$ cat src/sv/hsbd_pkg.sv
// shared types and constants of the half-size box downsampler
// no dependencies
package hsbd_pkg;

    localparam int PIX_W        = 8;
    localparam int SUM_W        = 9;
    localparam int DIM_W        = 10;
    localparam int NUM_COLORS   = 3;
    localparam int HEIGHT_LIMIT = 512;
    localparam int WIDTH_RESET  = 320;
    localparam int HEIGHT_RESET = 240;
    localparam int CFG_INDEX_W  = 1;

    typedef logic [PIX_W-1:0]       pix_t;
    typedef logic [SUM_W-1:0]       sum_t;
    typedef logic [DIM_W-1:0]       dim_t;
    typedef logic [CFG_INDEX_W-1:0] cfg_index_t;

    localparam cfg_index_t REG_IMAGE_WIDTH  = 1'b0;
    localparam cfg_index_t REG_IMAGE_HEIGHT = 1'b1;

    // averaging operation of one output pixel
    typedef logic [1:0] op_t;
    localparam op_t OP_QUAD  = 2'd0;
    localparam op_t OP_VPAIR = 2'd1;
    localparam op_t OP_HPAIR = 2'd2;
    localparam op_t OP_COPY  = 2'd3;

    typedef struct packed {
        op_t  op;
        logic frame_end;
    } pend_ctrl_t;

endpackage

$ cat src/sv/hsbd_out_stage.sv
// merge stage: gathers the lane results into the output register
// depends on hsbd_pkg
module hsbd_out_stage (
    input  logic                   clk,
    input  logic                   rst_n,
    input  logic                   pend_valid,
    input  hsbd_pkg::pend_ctrl_t   pend_ctrl,
    input  hsbd_pkg::pix_t         lane_avg [hsbd_pkg::NUM_COLORS],
    output logic                   load,
    output logic                   ds_valid,
    input  logic                   ds_stall,
    output hsbd_pkg::pix_t         red_out,
    output hsbd_pkg::pix_t         green_out,
    output hsbd_pkg::pix_t         blue_out,
    output logic                   frame_end
);
    import hsbd_pkg::*;

    logic valid_reg;
    pix_t color_reg [NUM_COLORS];
    logic frame_end_reg;

    assign load = !valid_reg || !ds_stall;

    always_ff @(posedge clk or negedge rst_n)
    begin
        if (!rst_n)
        begin
            valid_reg <= 1'b0;
        end
        else if (load)
        begin
            valid_reg <= pend_valid;
        end
    end

    always_ff @(posedge clk)
    begin
        if (load && pend_valid)
        begin
            color_reg     <= lane_avg;
            frame_end_reg <= pend_ctrl.frame_end;
        end
    end

    assign ds_valid  = valid_reg;
    assign red_out   = color_reg[0];
    assign green_out = color_reg[1];
    assign blue_out  = color_reg[2];
    assign frame_end = frame_end_reg;

endmodule

$ cat config.mk
export PLATFORM = sky130hd
export DESIGN_NAME = hsbd_out_stage
export DESIGN_NICKNAME = d
export VERILOG_FILES = /design/src/sv/hsbd_pkg.sv /design/src/sv/hsbd_out_stage.sv
export SDC_FILE = /design/constraint.sdc
export NUM_CORES = 1
export LEC_CHECK = 0
export CORE_MARGIN = 5
export CORE_UTILIZATION = 40
export DETAILED_ROUTE_END_ITERATION = 10
export DONT_BUFFER_PORTS = 1
export PLACE_DENSITY = 0.63
export SLEW_MARGIN = 15
export SYNTH_ARGS = -nofsm -noshare
export SYNTH_HDL_FRONTEND = slang
export SYNTH_SLANG_ARGS = --single-unit
$ cat constraint.sdc
create_clock -name clk -period 4.2 [get_ports clk]
set_clock_uncertainty 0.15 [all_clocks]
set_input_delay 0.42 -clock clk [delete_from_list [all_inputs] [get_ports clk]]
set_output_delay 0.42 -clock clk [all_outputs]
set_load 0.01 [all_outputs]
==> results of run 1 <==
==> power groups by stage <==
stage | combinational, W | clock [W] | sequential [W]
after CTS | 0.00000824 | 0.000168 | 0.000316
after global placement | 0.00000707 | 0 | 0.000322
after detailed placement | 0.00000749 | 0 | 0.000322
after global routing | 0.00000933 | 0.000180 | 0.000317
after floorplan | 0.00000608 | 0 | 0.000319
final | 0.00000860 | 0.000164 | 0.000315
==> cells in the final DEF (no fill, tap or decap) <==
master	Yosys	layout
a21o_1	1	1
bufinv_16	0	1
dfrtp_1	1	1
edfxtp_1	25	25
clkbuf_4	0	3
dlygate4sd3_1	0	1
nand2_1	1	1
a21boi_4	0	1
==> area by class of cell <==
cell class                 instances  area, um2  area share (%)
clock buffer                       3       22.5            2.50
clock inverter                     1       30.0            3.33
multi-input combinational          3       30.0            3.33
sequential                        26        776            86.0
tap                               27       33.8            3.74
timing repair buffer               1       10.0            1.11
==> cell families (layout without fill, tap and decap cells) <==
kind of cell,Yosys count,after routing
simple gates,1,1
buf+inv,0,5
flops,26,26
compound gates,2,2
==> path summary, 6_finish.rpt <==
kind / startpoint / endpoint / slack, ns
worst max-delay path: ds_valid / blue_out[6] / 2.55
worst min-delay path: pend_valid / ds_valid / 0.04
worst max register to register: ds_valid / blue_out[6] / 2.55
worst min register to register: ds_valid / ds_valid / 0.54
max in group asynchronous: rst_n / ds_valid / 3.66
min in group asynchronous: rst_n / ds_valid / 0.14
==> through the flow <==
| stage | power (W) | utilization [%] | hold slack [ns] | setup slack [ns] |
|---|---|---|---|---|
| after floorplan | 0.000325 | - | -0.0256 | 2.48 |
| after global placement | 0.000329 | 43.3 | -0.0255 | 2.32 |
| after detailed placement | 0.000330 | 43.3 | -0.0256 | 2.27 |
| after CTS | 0.000492 | 46.5 | 0.0260 | 2.24 |
| after global routing | 0.000506 | 46.9 | 0.00873 | 2.49 |
| final | 0.000488 | 46.9 | 0.0380 | 2.55 |
==> what timing repair did <==
action | in CTS | in global routing
endpoints found under the setup margin | 0 | 0
endpoints found under the hold margin | 1 | 0
hold buffers | 1 | 0
==> layer usage <==
layer / GRT usage, % / share of wire, % / vias up
li1: - / - / 125
met1: 7.61 / 33 / 135
met2: 16.1 / 55 / 29
met3: 5.45 / 12 / 0
met4: 4.98 / 0 / 0
met5: 0 / 0 / -
==> flow_summary.toml, run 1 <==
[critical_path]
critPathLaunchType = "flop"
worstSetupEndpointType = "flop"
crit_fanout = 25
cp_slowest_cell = "a21boi_4"
cp_cell_sequence = "a21boi_4"
worst_ep_arrival_time_ns = 1.45
crit_required_ns = 4.00
critPathTopFamily = "compound AO/OA/AOI/OAI gates"
worst-path-buf-inv = 0
max_stage_delay_ns = 0.64
critPathKind = "reg -> reg"
worstRegToRegCells = 1
crit_cells = 1

[synth]
synth.distinct_cells = 5
seq_area_frac_synth_pct = 97.2
synth_top_family_by_area = "compound AO/OA/AOI/OAI gates"
synth-edff-count = 25
yosysWarningCount = 0
synth_area_per_cell_um2 = 27.5
synthArstFlopShare_pct = 3.85
synth_area_um2 = 798
synth_mux_area_share_pct = 0
synth.ff_latch_count = 26
synth_flop_cell = "edfxtp_1"
synth-simple-area-share_pct = 0.470
yosys-top-cells-count = "25 x edfxtp_1, 1 x a21boi_2, 1 x a21o_1, 1 x dfrtp_1, 1 x nand2_1"
synth.most_common_cell = "edfxtp_1"
ys_top_cells_by_area = "edfxtp_1 94%, dfrtp_1 3.1%, a21boi_2 1.4%"
yosys.area_share.adder_pct = 0
synth_top_area_share_pct = 94.0
yosysTopAreaCell = "edfxtp_1"
synth_nets = 60
synth_xor_area_share_pct = 0
synth_compound_area_share_pct = 2.35
synthCells = 29

[clock_network]
clockBufferDepth = 2
worst_skew_pair.late_latency_ns = 0.31
cts_setup_buffers = 0
clock_sinks = 26
clk_pin_slew_ns = 0.14
cts_resized = 0
cts_tree = "done"
numCtsBuffers = 3
cts_root_buffer = "clkbuf_4"
cts_max_level = 1

[power]
clkPwrFrac_pct = 33.6
switchingPower_w = 0.0000872
p_leak_nw = 0.298
vdd_ir_drop_max_uv = 267
power.internal_w = 0.000401
seq_power_share_pct = 64.6
swShare_pct = 17.9
combPwrFrac_pct = 1.8
pwr_density_cell_nw_per_um2 = 541

[floorplan]
die_area_um2 = 2990
core_um2 = 1920
die_w_um = 54.7
rows = 16
start_util_pct = 41.5
die_h_um = 54.7
ios = 58

[finish]
post_layout_nonfiller_instances = 61
nets = 66
fillers = 171
diodes = 0
syn_to_final_growth_pct = 13.0
layout-drive-gt1-share_pct = 14.7
post-route-cell-area_um2 = 902

[place]
place_congestion = 0.585
placed_cells = 56
numPortBuffers = 0
placed_area_um2 = 832
hpwlAfterDp_mm = 1.09

[global_routing]
antenna_found_initial = 0
grt_pass1_wl_mm = 1.77
grt_max_degree = 26
grt_pass1_vias = 333
gr-total-overflow = 0
grt_usage_pct = 9.08

[sta]
finalMaxSlewViolations = 0
max_slew_margin_pct = 50.4
max_freq_ghz = 0.605
setup_tns_ns = 0
rsz0062_at_grt = "false"
period_share_pct = 39.3
fin_crit_ns = 1.65
setup_viol = 0
hold_viol = 0
worst_pin_slew_ns = 0.742

[drt]
routed_wl_mm = 1.34
final_antenna_net_count = 0
avgViaCountPerCell = 4.74
via_count = 289
drt_iter0_markers = 1
drtPass1Iterations = 2
drc = 0
wl_per_cell_um = 22.0

[min_path]
min_path_cells = 1
hp-class = "in -> reg"

[flow_run]
cap_violations = 0

[status]
status = "finished, final reports clean"
Note: power is estimated with default switching activity, not from simulation.
==> inputs of run 2 (changes only) <==
--- a/config.mk
+++ b/config.mk
@@ -5,6 +5,7 @@
 export SDC_FILE = /design/constraint.sdc
 export NUM_CORES = 1
 export LEC_CHECK = 0
+export ABC_AREA = 1
 export CORE_MARGIN = 5
 export CORE_UTILIZATION = 40
 export DETAILED_ROUTE_END_ITERATION = 10
==> constraint.sdc (replaced) <==
create_clock -name clk -period 1.7 [get_ports clk]
set_clock_uncertainty 0.15 [all_clocks]
set_input_delay 0.17 -clock clk [delete_from_list [all_inputs] [get_ports clk]]
set_output_delay 0.17 -clock clk [all_outputs]
set_load 0.01 [all_outputs]
==> flow_summary.toml, run 2 <==
[sta]
period_share_pct = 89.7
max_slew_margin_pct = 84.1
finalMaxSlewViolations = 0
worst_pin_slew_ns = 0.239
hold_viol = 0
max_freq_ghz = 0.656
setup_tns_ns = 0
setup_viol = 0
fin_crit_ns = 1.52
rsz0062_at_grt = "false"

[finish]
final_common_cell = "dlygate4sd3_1"
fillers = 160
post_layout_nonfiller_instances = 92
regArea_um2 = 776
syn_to_final_growth_pct = 47.6
diodes = 0
final_cell_mix = "29 x dlygate4sd3_1, 25 x edfxtp_1, 3 x clkbuf_4"
nets = 97
layout-drive-gt1-share_pct = 9.23
multi_input_area_um2 = 23.8

[synth]
seq_area_frac_synth_pct = 97.9
synth.distinct_cells = 5
synth.most_common_cell = "edfxtp_1"
synth_top_area_share_pct = 94.8
synthArstFlopShare_pct = 3.85
synth_nets = 61
yosysWarningCount = 0
synth.ff_latch_count = 26
synthCells = 30
synth_area_um2 = 792
synth-edff-count = 25
synth_flop_cell = "edfxtp_1"
yosysTopAreaCell = "edfxtp_1"
synth_area_per_cell_um2 = 26.4
ys_top_cells_by_area = "edfxtp_1 95%, dfrtp_1 3.2%, nand2_1 0.95%"
yosys-top-cells-count = "25 x edfxtp_1, 2 x nand2_1, 1 x a21oi_1, 1 x dfrtp_1, 1 x inv_1"

[floorplan]
rows = 16
die_h_um = 54.5
die_area_um2 = 2970
ios = 58
core_um2 = 1920
start_util_pct = 41.2
die_w_um = 54.5

[place]
placed_cells = 59
numPortBuffers = 0
place_congestion = 0.624

[drt]
drtPass1Iterations = 1
wl_per_cell_um = 16.7
drc = 0
via_count = 408
avgViaCountPerCell = 4.43
drt_iter0_markers = 0
routed_wl_mm = 1.54
final_antenna_net_count = 0

[power]
vdd_ir_drop_max_uv = 694
p_leak_nw = 0.408
pwr_density_cell_nw_per_um2 = 938

[clock_network]
postCtsHoldBufs = 29
cts_root_buffer = "clkbuf_4"
worst_skew_pair.late_latency_ns = 0.30
cts_tree = "done"
clockBufferDepth = 2
clk_pin_slew_ns = 0.12
cts_setup_buffers = 0
numCtsBuffers = 3
cts_resized = 0
cts_max_level = 1
clock_sinks = 26

[min_path]
min_path_cells = 2
worstHoldEndpoint = "green_out[7]"
hold_start = "ds_stall"
hp-class = "in -> reg"

[critical_path]
worstRegToRegCells = 3
r2r_start = "ds_valid"
r2r_end = "ds_valid"
critPathLaunchType = "flop"
worstSetupEndpointType = "flop"
crit_required_ns = 1.74
rrSetupSlack_ns = 0.18
worst_ep_arrival_time_ns = 1.57
critPathKind = "reg -> reg"
crit_fanout = 3

[status]
status = "finished, final reports clean"

[global_routing]
antenna_found_initial = 0
grt_pass1_vias = 437
grt_max_degree = 16
gr-total-overflow = 0
grt_usage_pct = 10.7
grt_pass1_wl_mm = 2.06

[flow_run]
cap_violations = 0
-- run 2: report_power, final --
group          internal, W  leakage [nW]  switching, W
registers         0.000746         0.249     0.0000319
clock network    0.0000855        0.0154      0.000154
logic            0.0000512         0.144     0.0000276
total             0.000882         0.408      0.000213
-- run 2: final cells by class --
cell class	instances	share of cell area (%)
tap	27	2.89
clock inverter	1	0.321
clock buffer	3	1.93
inverter	1	0.321
sequential	26	66.4
multi-input combinational	3	2.03
timing repair buffer	31	26.1
-- run 2: how the worst max path moves through the flow --
stage | startpoint | endpoint | slack (ns) | cells past startpoint
final | ds_valid | ds_valid | 0.18 | 3
after global routing | ds_valid | ds_valid | 0.13 | 3
after CTS | ds_valid | ds_valid | 0.16 | 3
after detailed placement | ds_valid | blue_out[4] | 0.38 | 2
after global placement | ds_valid | red_out[4] | 0.40 | 2
after floorplan | ds_valid | blue_out[0] | 0.22 | 1
-- run 2: cell families after synthesis --
kind of cell | after synthesis | share of synthesized area (%)
buf+inv | 1 | 0.473
compound gates | 1 | 0.631
simple gates | 2 | 0.948
flops | 26 | 97.9
-- run 2: metal layers --
layer / global-route usage [%] / routed length [um] / vias to the layer above
met5: 0 / 0 / -
met4: 4.98 / 0 / 0
met3: 3.54 / 82 / 0
met2: 22.7 / 972 / 25
met1: 7.96 / 484 / 198
li1: - / - / 185
-- run 2: worst max-delay path: stages, from the launching register on --
cell           delay (ns)
dfrtp_1              0.48
nand2_1              0.18
nand2_1              0.06
dlygate4sd3_1        0.55
-- run 2: through the flow --
step | util (%) | total power, W | hold WS, ns | cell area (um2) | worst slack, ns
floorplan | - | 0.000804 | -0.276 | 803 | 0.219
global placement | 44.3 | 0.000818 | -0.276 | 852 | 0.405
detailed placement | 44.3 | 0.000820 | -0.276 | 852 | 0.384
CTS | 60.8 | 0.00111 | 0.0801 | 1170 | 0.158
global route | 60.8 | 0.00115 | 0.0702 | 1170 | 0.128
finish | 60.8 | 0.00110 | 0.0899 | 1170 | 0.176
