## config.mk

```make
export PLATFORM = sky130hd
export DESIGN_NAME = hsbd_lane
export DESIGN_NICKNAME = d
export VERILOG_FILES = /design/src/sv/hsbd_pkg.sv /design/src/sv/hsbd_lane.sv
export SDC_FILE = /design/constraint.sdc
export NUM_CORES = 1
export LEC_CHECK = 0
export BUFFER_PORTS_ARGS = -buffer_cell sky130_fd_sc_hd__buf_2
export CAP_MARGIN = 10
export CORE_AREA = 2 2 71 73
export DETAILED_ROUTE_END_ITERATION = 8
export DIE_AREA = 0 0 73 75
export PLACE_DENSITY_LB_ADDON = 0.25
export SYNTH_ARGS = -nofsm -noshare
export SYNTH_HDL_FRONTEND = slang
export SYNTH_SLANG_ARGS = --single-unit
```

## constraint.sdc

```tcl
create_clock -name vclk -period 2.68
set_input_delay 0.134 -clock vclk [all_inputs]
set_output_delay 0.134 -clock vclk [all_outputs]
set_load 0.005 [all_outputs]
```

## src/sv/hsbd_pkg.sv

```systemverilog
// shared types and constants of the half-size box downsampler
// no dependencies
package hsbd_pkg;

    localparam int PIX_W        = 8;
    localparam int SUM_W        = 9;
    localparam int DIM_W        = 10;
    localparam int NUM_COLORS   = 3;
    localparam int HEIGHT_LIMIT = 512;
    localparam int WIDTH_RESET  = 320;
    localparam int HEIGHT_RESET = 240;
    localparam int CFG_INDEX_W  = 1;

    typedef logic [PIX_W-1:0]       pix_t;
    typedef logic [SUM_W-1:0]       sum_t;
    typedef logic [DIM_W-1:0]       dim_t;
    typedef logic [CFG_INDEX_W-1:0] cfg_index_t;

    localparam cfg_index_t REG_IMAGE_WIDTH  = 1'b0;
    localparam cfg_index_t REG_IMAGE_HEIGHT = 1'b1;

    // averaging operation of one output pixel
    typedef logic [1:0] op_t;
    localparam op_t OP_QUAD  = 2'd0;
    localparam op_t OP_VPAIR = 2'd1;
    localparam op_t OP_HPAIR = 2'd2;
    localparam op_t OP_COPY  = 2'd3;

    typedef struct packed {
        op_t  op;
        logic frame_end;
    } pend_ctrl_t;

endpackage

```

## src/sv/hsbd_lane.sv

```systemverilog
// one color lane: averages the pixels of a block for one channel
// depends on hsbd_pkg
module hsbd_lane (
    input  hsbd_pkg::op_t  op,
    input  hsbd_pkg::pix_t pix,
    input  hsbd_pkg::pix_t held,
    input  hsbd_pkg::sum_t line_sum,
    output hsbd_pkg::pix_t avg
);
    import hsbd_pkg::*;

    localparam int TW = SUM_W + 1;

    logic [TW-1:0] total;

    always_comb
    begin
        total = '0;
        avg   = '0;
        unique case (op)
            OP_QUAD:
            begin
                total = TW'(line_sum) + TW'(held) + TW'(pix);
                avg   = total[PIX_W+1:2];
            end
            OP_VPAIR:
            begin
                total = TW'(line_sum) + TW'(pix);
                avg   = total[PIX_W:1];
            end
            OP_HPAIR:
            begin
                total = TW'(held) + TW'(pix);
                avg   = total[PIX_W:1];
            end
            OP_COPY:
            begin
                avg = pix;
            end
        endcase
    end

endmodule

```

==> results of run 1 <==
[cells in the final DEF, fill, tap and decap left out, drive strengths merged]
cell and n:
a211oi 1, a21o 2, a21oi 11, a221oi 3
a22o 1, a22oi 2, a31oi 1, a32oi 2
a41oi 2, and3 2, and4 1, buf 53
fa 9, ha 19, inv 7, mux2 9
mux2i 1, nand2 12, nand2b 4, nand3 2
nor2 5, nor2b 4, nor3 2, o211a 1
o211ai 3, o21a 1, o21ai 6, o21bai 1
o221a 1, o22ai 2, o311a 1, o32ai 1
or2 1, or3 3, or3b 1, xnor2 3
xor2 3
[metal layers]
metal  part of all wire, %  vias up  GRT usage [%]
li1                      -      606              -
met4                     0        0              0
met5                     0        -              0
met1                    48      517          17.22
met2                    48       21          19.72
met3                   4.3        0         0.6693
[timing repair]
| item | 4_1_cts | 5_1_grt |
|---|---|---|
| setup endpoints to repair | 2 | 4 |
| endpoints found under the hold margin | 0 | 0 |
| pin swaps | 0 | 4 |
| gates resized for setup | 1 | 5 |
[per-stage QoR]
| step | area [um2] | utilization [%] |
|---|---|---|
| after global routing | 1511 | 32.43 |
| after CTS | 1481 | 31.79 |
| after floorplan | 1124 | - |
| after global placement | 1479 | 31.73 |
| after detailed placement | 1479 | 31.73 |
| final | 1511 | 32.43 |
[cell type report]
cell class                      instances  share of cell area, %
Timing Repair Buffer                   53                  20.53
Multi-Input combinational cell        123                  73.26
Inverter                                7                  1.738
Tap cell                               54                  4.470
[where the power goes]
part	leakage, uW	switching [uW]	total [uW]	internal, uW
Combinational	0.000725	210	425	215
Clock	0	0	0	0
Sequential	0	0	0	0
Total	0.000725	210	425	215
[worst min-delay path by stage]
stage	from	to	slack [ns]	depth (start not counted)
finish	pix[1]	avg[1]	0.72	4
global route	pix[6]	avg[6]	0.77	4
CTS	pix[1]	avg[1]	0.73	4
detailed placement	pix[1]	avg[1]	0.73	4
global placement	pix[1]	avg[1]	0.73	4
floorplan	pix[3]	avg[3]	0.46	2
[synth_stat cells, drive strengths merged (3+ instances only)]
cell type,instances
a21oi,11
a221oi,3
clkbuf,3
fa,9
ha,19
inv,7
mux2,9
nand2,12
nand2b,4
nor2,5
nor2b,4
o211ai,3
o21ai,6
or3,3
xnor2,3
xor2,3
[cells by family after synthesis]
kind of cell / Yosys count / synth area share, %
AO/OA/AOI/OAI: 42 / 26.73
XOR/XNOR: 6 / 4.678
buffers and inverters: 11 / 4.343
adder cells (fa/ha/maj): 28 / 37.19
AND/OR/NAND/NOR: 37 / 16.82
multiplexers: 10 / 10.24
==> reports/results.ini, run 1 <==
[die]
die_h_um=75
dieArea_mm2=0.005475
core_area_mm2=0.004661
boundaryPins=35
rows=25
die_x_um=73
start_util_pct=24.11

[timing]
slew_violations=0
setup_violations=0
rsz0062_at_grt=no
worst_pin_slew_ns=0.3754
final.setup.tns_ns=0
max_clock_freq_mhz=396.1
setup_ws_ns=0.1557
hold_viol=0
period_needed_ns=2.524
max_slew_margin_pct=74.97
holdWs_ns=0.7229
finalCritPeriodShare_pct=94.19

[pwr]
power.density_mw_per_mm2=281.2
p_total_uw=425.1
p_leak_uw=0.0007246
ir_drop_mv=0.05818

[critical_path]
crit_buf_inv=3
crit_start=op[0]
cp_max_fo=5
critPathTopFamily=compound AO/OA/AOI/OAI gates
max_stage_delay_ns=0.35
crit_required_ns=2.55
crit_path_end_kind=output pin
timing.critical_path.mode_cell=buf_2
cp_num_cells=11
cp_data_arrival_time_ns=2.39
crit_path_end=avg[5]
worstSetupPathType=primary input to output pin
startpoint_type=primary input
critPathSlowestCell=mux2_2
worstPathCellList=buf_2, inv_2, ha_4, mux2_2, ha_1, nor2b_1, o21a_1, o221a_2, or3_1, a31oi_1, buf_2

[clocking]
post_cts.repair.setup_buffers=0
holdBufCountCts=0

[layout]
register_area_um2=0
clkbuf_count=0
instances_no_fill=237
final_layout_size_suffix_gt1_share_pct=38.25
num-nets-final=240
num_antenna_cells=0
synthToLayoutAreaGrowth_pct=34.52
nFillCells=501
seq_cells=0
multi_input_area_mm2=0.001107

[detailed_routing]
viasPerCell=4.827
vias=1144
drt-total-wl_mm=3.006
antenna_left=0
drc=0
first_pass_iters=4
drtIter0Drc=53
wire_per_inst_um=12.68

[global_route]
grt_pass1_wl_mm=5.223
antenna_found_initial=0
grt_pass1_vias=1148
grt_max_degree=17
gr-total-overflow=0
grt_usage_pct=11.60

[placed_design]
place_hpwl_mm=2.656
gp_congestion=0.7598
place_ws_ns=-0.07536
dp_cells=237
port_buffers=35

[yosys]
avgSynthCellArea_um2=8.385
yosysTopAreaCellShare_pct=21.16
synthCells=134
yosys.cell_types.count=41
synth_area_leaders=ha_1 (21%), fa_1 (16%), mux2_2 (8.0%)
synth_nets=189
yosysWarnings=0
ys_seq_area_share_pct=0
yosysTopAreaCell=ha_1
synth.cell_area_mm2=0.001124

[status]
status=completed

[flow_run]
cap_violations=0

[hold_path]
hp-class=primary input to output pin

No activity file was read; power rests on OpenSTA's default activity.
==> inputs of run 2 (changes only) <==
ABC_AREA = 1   (was unset)
CORE_AREA = 2 2 74 76   (was 2 2 71 73)
DIE_AREA = 0 0 76 78   (was 0 0 73 75)
SETUP_SLACK_MARGIN = 0.05   (was unset)
==> reports/results.ini, run 2 <==
[status]
status=completed

[global_route]
grt_max_degree=13
grt_pass1_wl_mm=5.616
gr-total-overflow=0
antenna_found_initial=0
grt_usage_pct=11.37
grt_pass1_vias=1173

[timing]
rsz0062_at_grt=no
max_clock_freq_mhz=440.5
hold_viol=0
finalCritPeriodShare_pct=84.71
setup_ws_ns=0.4098
slew_violations=0
worst_pin_slew_ns=0.5372
setup_violations=0
final.setup.tns_ns=0
max_slew_margin_pct=64.19
period_needed_ns=2.270

[placed_design]
place_area_mm2=0.001496
gp_congestion=0.7719
place_ws_ns=0.3941
place_hpwl_mm=3.021
dp_cells=301
port_buffers=35

[pwr]
switching_share_pct=58.50
p_int_uw=170.7
power.density_mw_per_mm2=274.8
seqPwrFrac_pct=0
power_frac_comb_pct=100.0
p_clk_share_pct=0
power_switching_uw=240.6
ir_drop_mv=0.09027
p_leak_uw=0.0008700

[critical_path]
startpoint_type=primary input
timing.critical_path.mode_cell=nand2_1
worstPathCellList=buf_2, inv_1, ha_1, buf_4, inv_8, nand2_4, nand2_2, nand2_1, fa_1, o21ai_2, nand3_1, nand2_1, nand2_1, nand3_1, nand2_1, nand2_1, inv_1, buf_2
cp_data_arrival_time_ns=2.14
crit_path_end_kind=output pin
crit_buf_inv=6
critPathTopFamily=adder cells
critPathSlowestCell=fa_1
max_stage_delay_ns=0.41
worstSetupPathType=primary input to output pin
cp_max_fo=8
crit_required_ns=2.55

[layout]
register_area_um2=0
final_design_area_no_fill_mm2=0.001496
instances_no_fill=301
layout_common_cells=nand2_1 (68), buf_2 (35), inv_1 (30)
clkbuf_count=0
seq_cells=0
nFillCells=576
num-nets-final=288
postLayoutCoreUtil_pct=29.68
multi_input_area_mm2=0.001099
layout_commonest_cell=nand2_1
synthToLayoutAreaGrowth_pct=20.20
num_antenna_cells=0
final_layout_size_suffix_gt1_share_pct=22.08

[yosys]
synth_nets=253
yosys.cell_types.count=30
synthCells=198
yosysTopAreaCell=nand2_1
synthTopCellsByCount=nand2_1 (68), inv_1 (30), a21oi_1 (19), ha_1 (19), nand3_1 (15)
synth.most_common_cell=nand2_1
ys_seq_area_share_pct=0
avgSynthCellArea_um2=6.288
yosysTopAreaCellShare_pct=20.50
synth.cell_area_mm2=0.001245
synth_area_leaders=nand2_1 (21%), ha_1 (19%), fa_1 (14%)
yosysWarnings=0

[die]
dieArea_mm2=0.005928
die_h_um=78
rows=26
die_x_um=76
core_area_mm2=0.005042
start_util_pct=24.69
boundaryPins=35

[detailed_routing]
first_pass_iters=4
antenna_left=0
drc=0
drtIter0Drc=85
viasPerCell=4.369
drt-total-wl_mm=3.368
vias=1315
wire_per_inst_um=11.19

[clocking]
holdBufCountCts=0
post_cts.repair.setup_buffers=0
cts.repair.resized=0

[flow_run]
cap_violations=0

[hold_path]
hold_end=avg[7]
min_path_cells=6
hp-class=primary input to output pin
min_from=pix[7]

-- run 2: cell count changes in the layout (fill, tap and decap cells not counted), sizes merged, moves of 3 or more --
cell / delta
or3: -3
buf: -17
inv: +25
nand2: +62
nand2b: -4
a21oi: +11
nor2b: -4
a221oi: -3
nand3: +14
mux2: -9
-- run 2: through the flow --
| stage | total power [uW] | hold slack [ns] |
|---|---|---|
| 3_3_place_gp | 418.4 | 0.7237 |
| 2_1_floorplan | 294.9 | 0.4470 |
| 6_report | 411.3 | 0.7051 |
| 5_1_grt | 472.2 | 0.7577 |
| 4_1_cts | 418.0 | 0.7211 |
| 3_5_place_dp | 415.8 | 0.7206 |
-- run 2: worst max path at each step --
stage | from | to | cells after the start
after global routing | op[0] | avg[5] | 18
after CTS | op[0] | avg[3] | 16
after floorplan | op[0] | avg[5] | 13
after detailed placement | op[0] | avg[3] | 16
after global placement | op[0] | avg[3] | 16
final | op[0] | avg[5] | 18
-- run 2: layout make-up --
cell class         count  share of cell area (%)
inverters             32                   8.528
multi-input cells    163                   73.41
well taps             70                   5.853
repair buffers        36                   12.21
-- run 2: cell families after synthesis --
family / synth area share (%)
AND/OR/NAND/NOR: 34.77
buffers and inverters: 11.76
adder cells (fa/ha/maj): 33.57
AO/OA/AOI/OAI: 17.09
XOR/XNOR: 2.815
-- run 2: power groups by stage --
stage	registers [uW]	clock network (uW)	logic, uW
3_5_place_dp	0	0	416
3_3_place_gp	0	0	418
6_report	0	0	411
2_1_floorplan	0	0	295
4_1_cts	0	0	418
5_1_grt	0	0	472
-- run 2: tightest hold or removal path, cell delays in order --
cell	delay, ns
buf_2	0.12
nand2_1	0.06
nand2_1	0.07
nand2_1	0.05
nand2_1	0.04
buf_2	0.10
-- run 2: layer usage --
metal / GRT usage (%) / vias up / part of all wire [%]
met5: 0 / - / 0
met4: 0 / 0 / 0
met3: 0.9302 / 0 / 6.1
met2: 18.48 / 43 / 40
met1: 17.36 / 566 / 54
li1: - / 706 / -
==> inputs of run 3 (changes only) <==
clock period = 2 ns   (was 2.68 ns; I/O delays follow)
==> reports/results.ini, run 3 (synthesis gave the netlist of run 2 again) <==
[status]
status=finished, violations left
violations=negative setup slack

[pwr]
p_leak_uw=0.001109
ir_drop_mv=0.1623
power.density_mw_per_mm2=411.2

[detailed_routing]
drtIter0Drc=31
wire_per_inst_um=12.88
vias=1500
antenna_left=0
first_pass_iters=4
drc=0
drt-total-wl_mm=4.352
viasPerCell=4.438

[die]
start_util_pct=24.69
die_x_um=76
boundaryPins=35
dieArea_mm2=0.005928
rows=26
die_h_um=78
core_area_mm2=0.005042

[timing]
slew_violations=0
max_clock_freq_mhz=497.2
hold_viol=0
finalCritPeriodShare_pct=100.6
worst_pin_slew_ns=0.3443
period_needed_ns=2.011
final.setup.tns_ns=-0.01636
rsz0062_at_grt=yes
holdWs_ns=0.7180
setup_violations=2
max_slew_margin_pct=77.04
setup_ws_ns=-0.01130

[layout]
register_area_um2=0
multi_input_area_mm2=0.001454
final_design_area_no_fill_mm2=0.002200
clkbuf_count=0
layout_common_cells=nand2_1 (51), buf_4 (35), buf_2 (30)
num_antenna_cells=0
nFillCells=540
layout_commonest_cell=nand2_1
num-nets-final=325
seq_cells=0
synthToLayoutAreaGrowth_pct=76.68
final_layout_size_suffix_gt1_share_pct=52.99

[critical_path]
crit_start=op[0]
crit_path_end=avg[7]
cp_data_arrival_time_ns=1.91
crit_required_ns=1.90
cp_max_fo=5
crit_path_end_kind=output pin
worstSetupPathType=primary input to output pin
startpoint_type=primary input

[global_route]
grt_pass1_vias=1521
antenna_found_initial=0
gr-total-overflow=0
grt_pass1_wl_mm=7.120
grt_usage_pct=14.22
grt_max_degree=11

[placed_design]
place_ws_ns=-0.2282
port_buffers=35
place_hpwl_mm=3.390
place_area_mm2=0.001742
gp_congestion=0.8281

[hold_path]
hp-class=primary input to output pin

[flow_run]
cap_violations=0

[clocking]
holdBufCountCts=0

run 3: worst min-delay path by stage:
stage / start / end / slack (ns) / depth (start not counted)
3_5_place_dp: pix[7] / avg[7] / 0.72 / 7
6_report: pix[1] / avg[1] / 0.72 / 5
3_3_place_gp: pix[7] / avg[7] / 0.73 / 7
4_1_cts: pix[7] / avg[7] / 0.73 / 7
2_1_floorplan: pix[7] / avg[7] / 0.38 / 4
5_1_grt: pix[1] / avg[1] / 0.75 / 5
run 3: area by class of cell:
type	instances	area share [%]
inverters	32	6.143
multi-input cells	163	66.10
well taps	70	3.982
repair buffers	73	23.78
run 3: critical path, stage by stage:
cell and delay (ns):
buf_8 0.08, inv_4 0.03, ha_4 0.17, buf_8 0.14, buf_4 0.13, nand2_1 0.06
nand2_2 0.07, ha_4 0.30, nand2_1 0.06, nand2_1 0.08, inv_2 0.04, o21a_1 0.19
nand2_1 0.08, nand2_1 0.05, nand3_1 0.06, nand2_1 0.06, nand2_1 0.05, nand2_1 0.05
buf_2 0.12
run 3: repair_timing:
action | CTS | global route
endpoints found under the setup margin | 7 | 7
pin swaps | 25 | 16
resized for setup | 52 | 32
setup buffers | 4 | 2
run 3: layer usage:
metal	wire length, um	up-vias	track usage (%)	part of all wire, %
li1	-	778	-	-
met4	63	0	0.3636	1.4
met3	167	4	0.9302	3.8
met1	2037	680	19.57	47
met2	2084	38	25.80	48
met5	0	-	0	0
run 3: report_power, final:
part	total (uW)	switching, uW	internal, uW
logic	905	457	447
registers	0	0	0
clock network	0	0	0
run 3: metrics by stage:
step	std cells	power, uW	util [%]
2_1_floorplan	198	395.1	-
3_3_place_gp	332	657.2	34.54
3_5_place_dp	332	658.3	34.54
4_1_cts	336	775.2	39.85
5_1_grt	338	1001	43.62
6_report	338	904.5	43.62
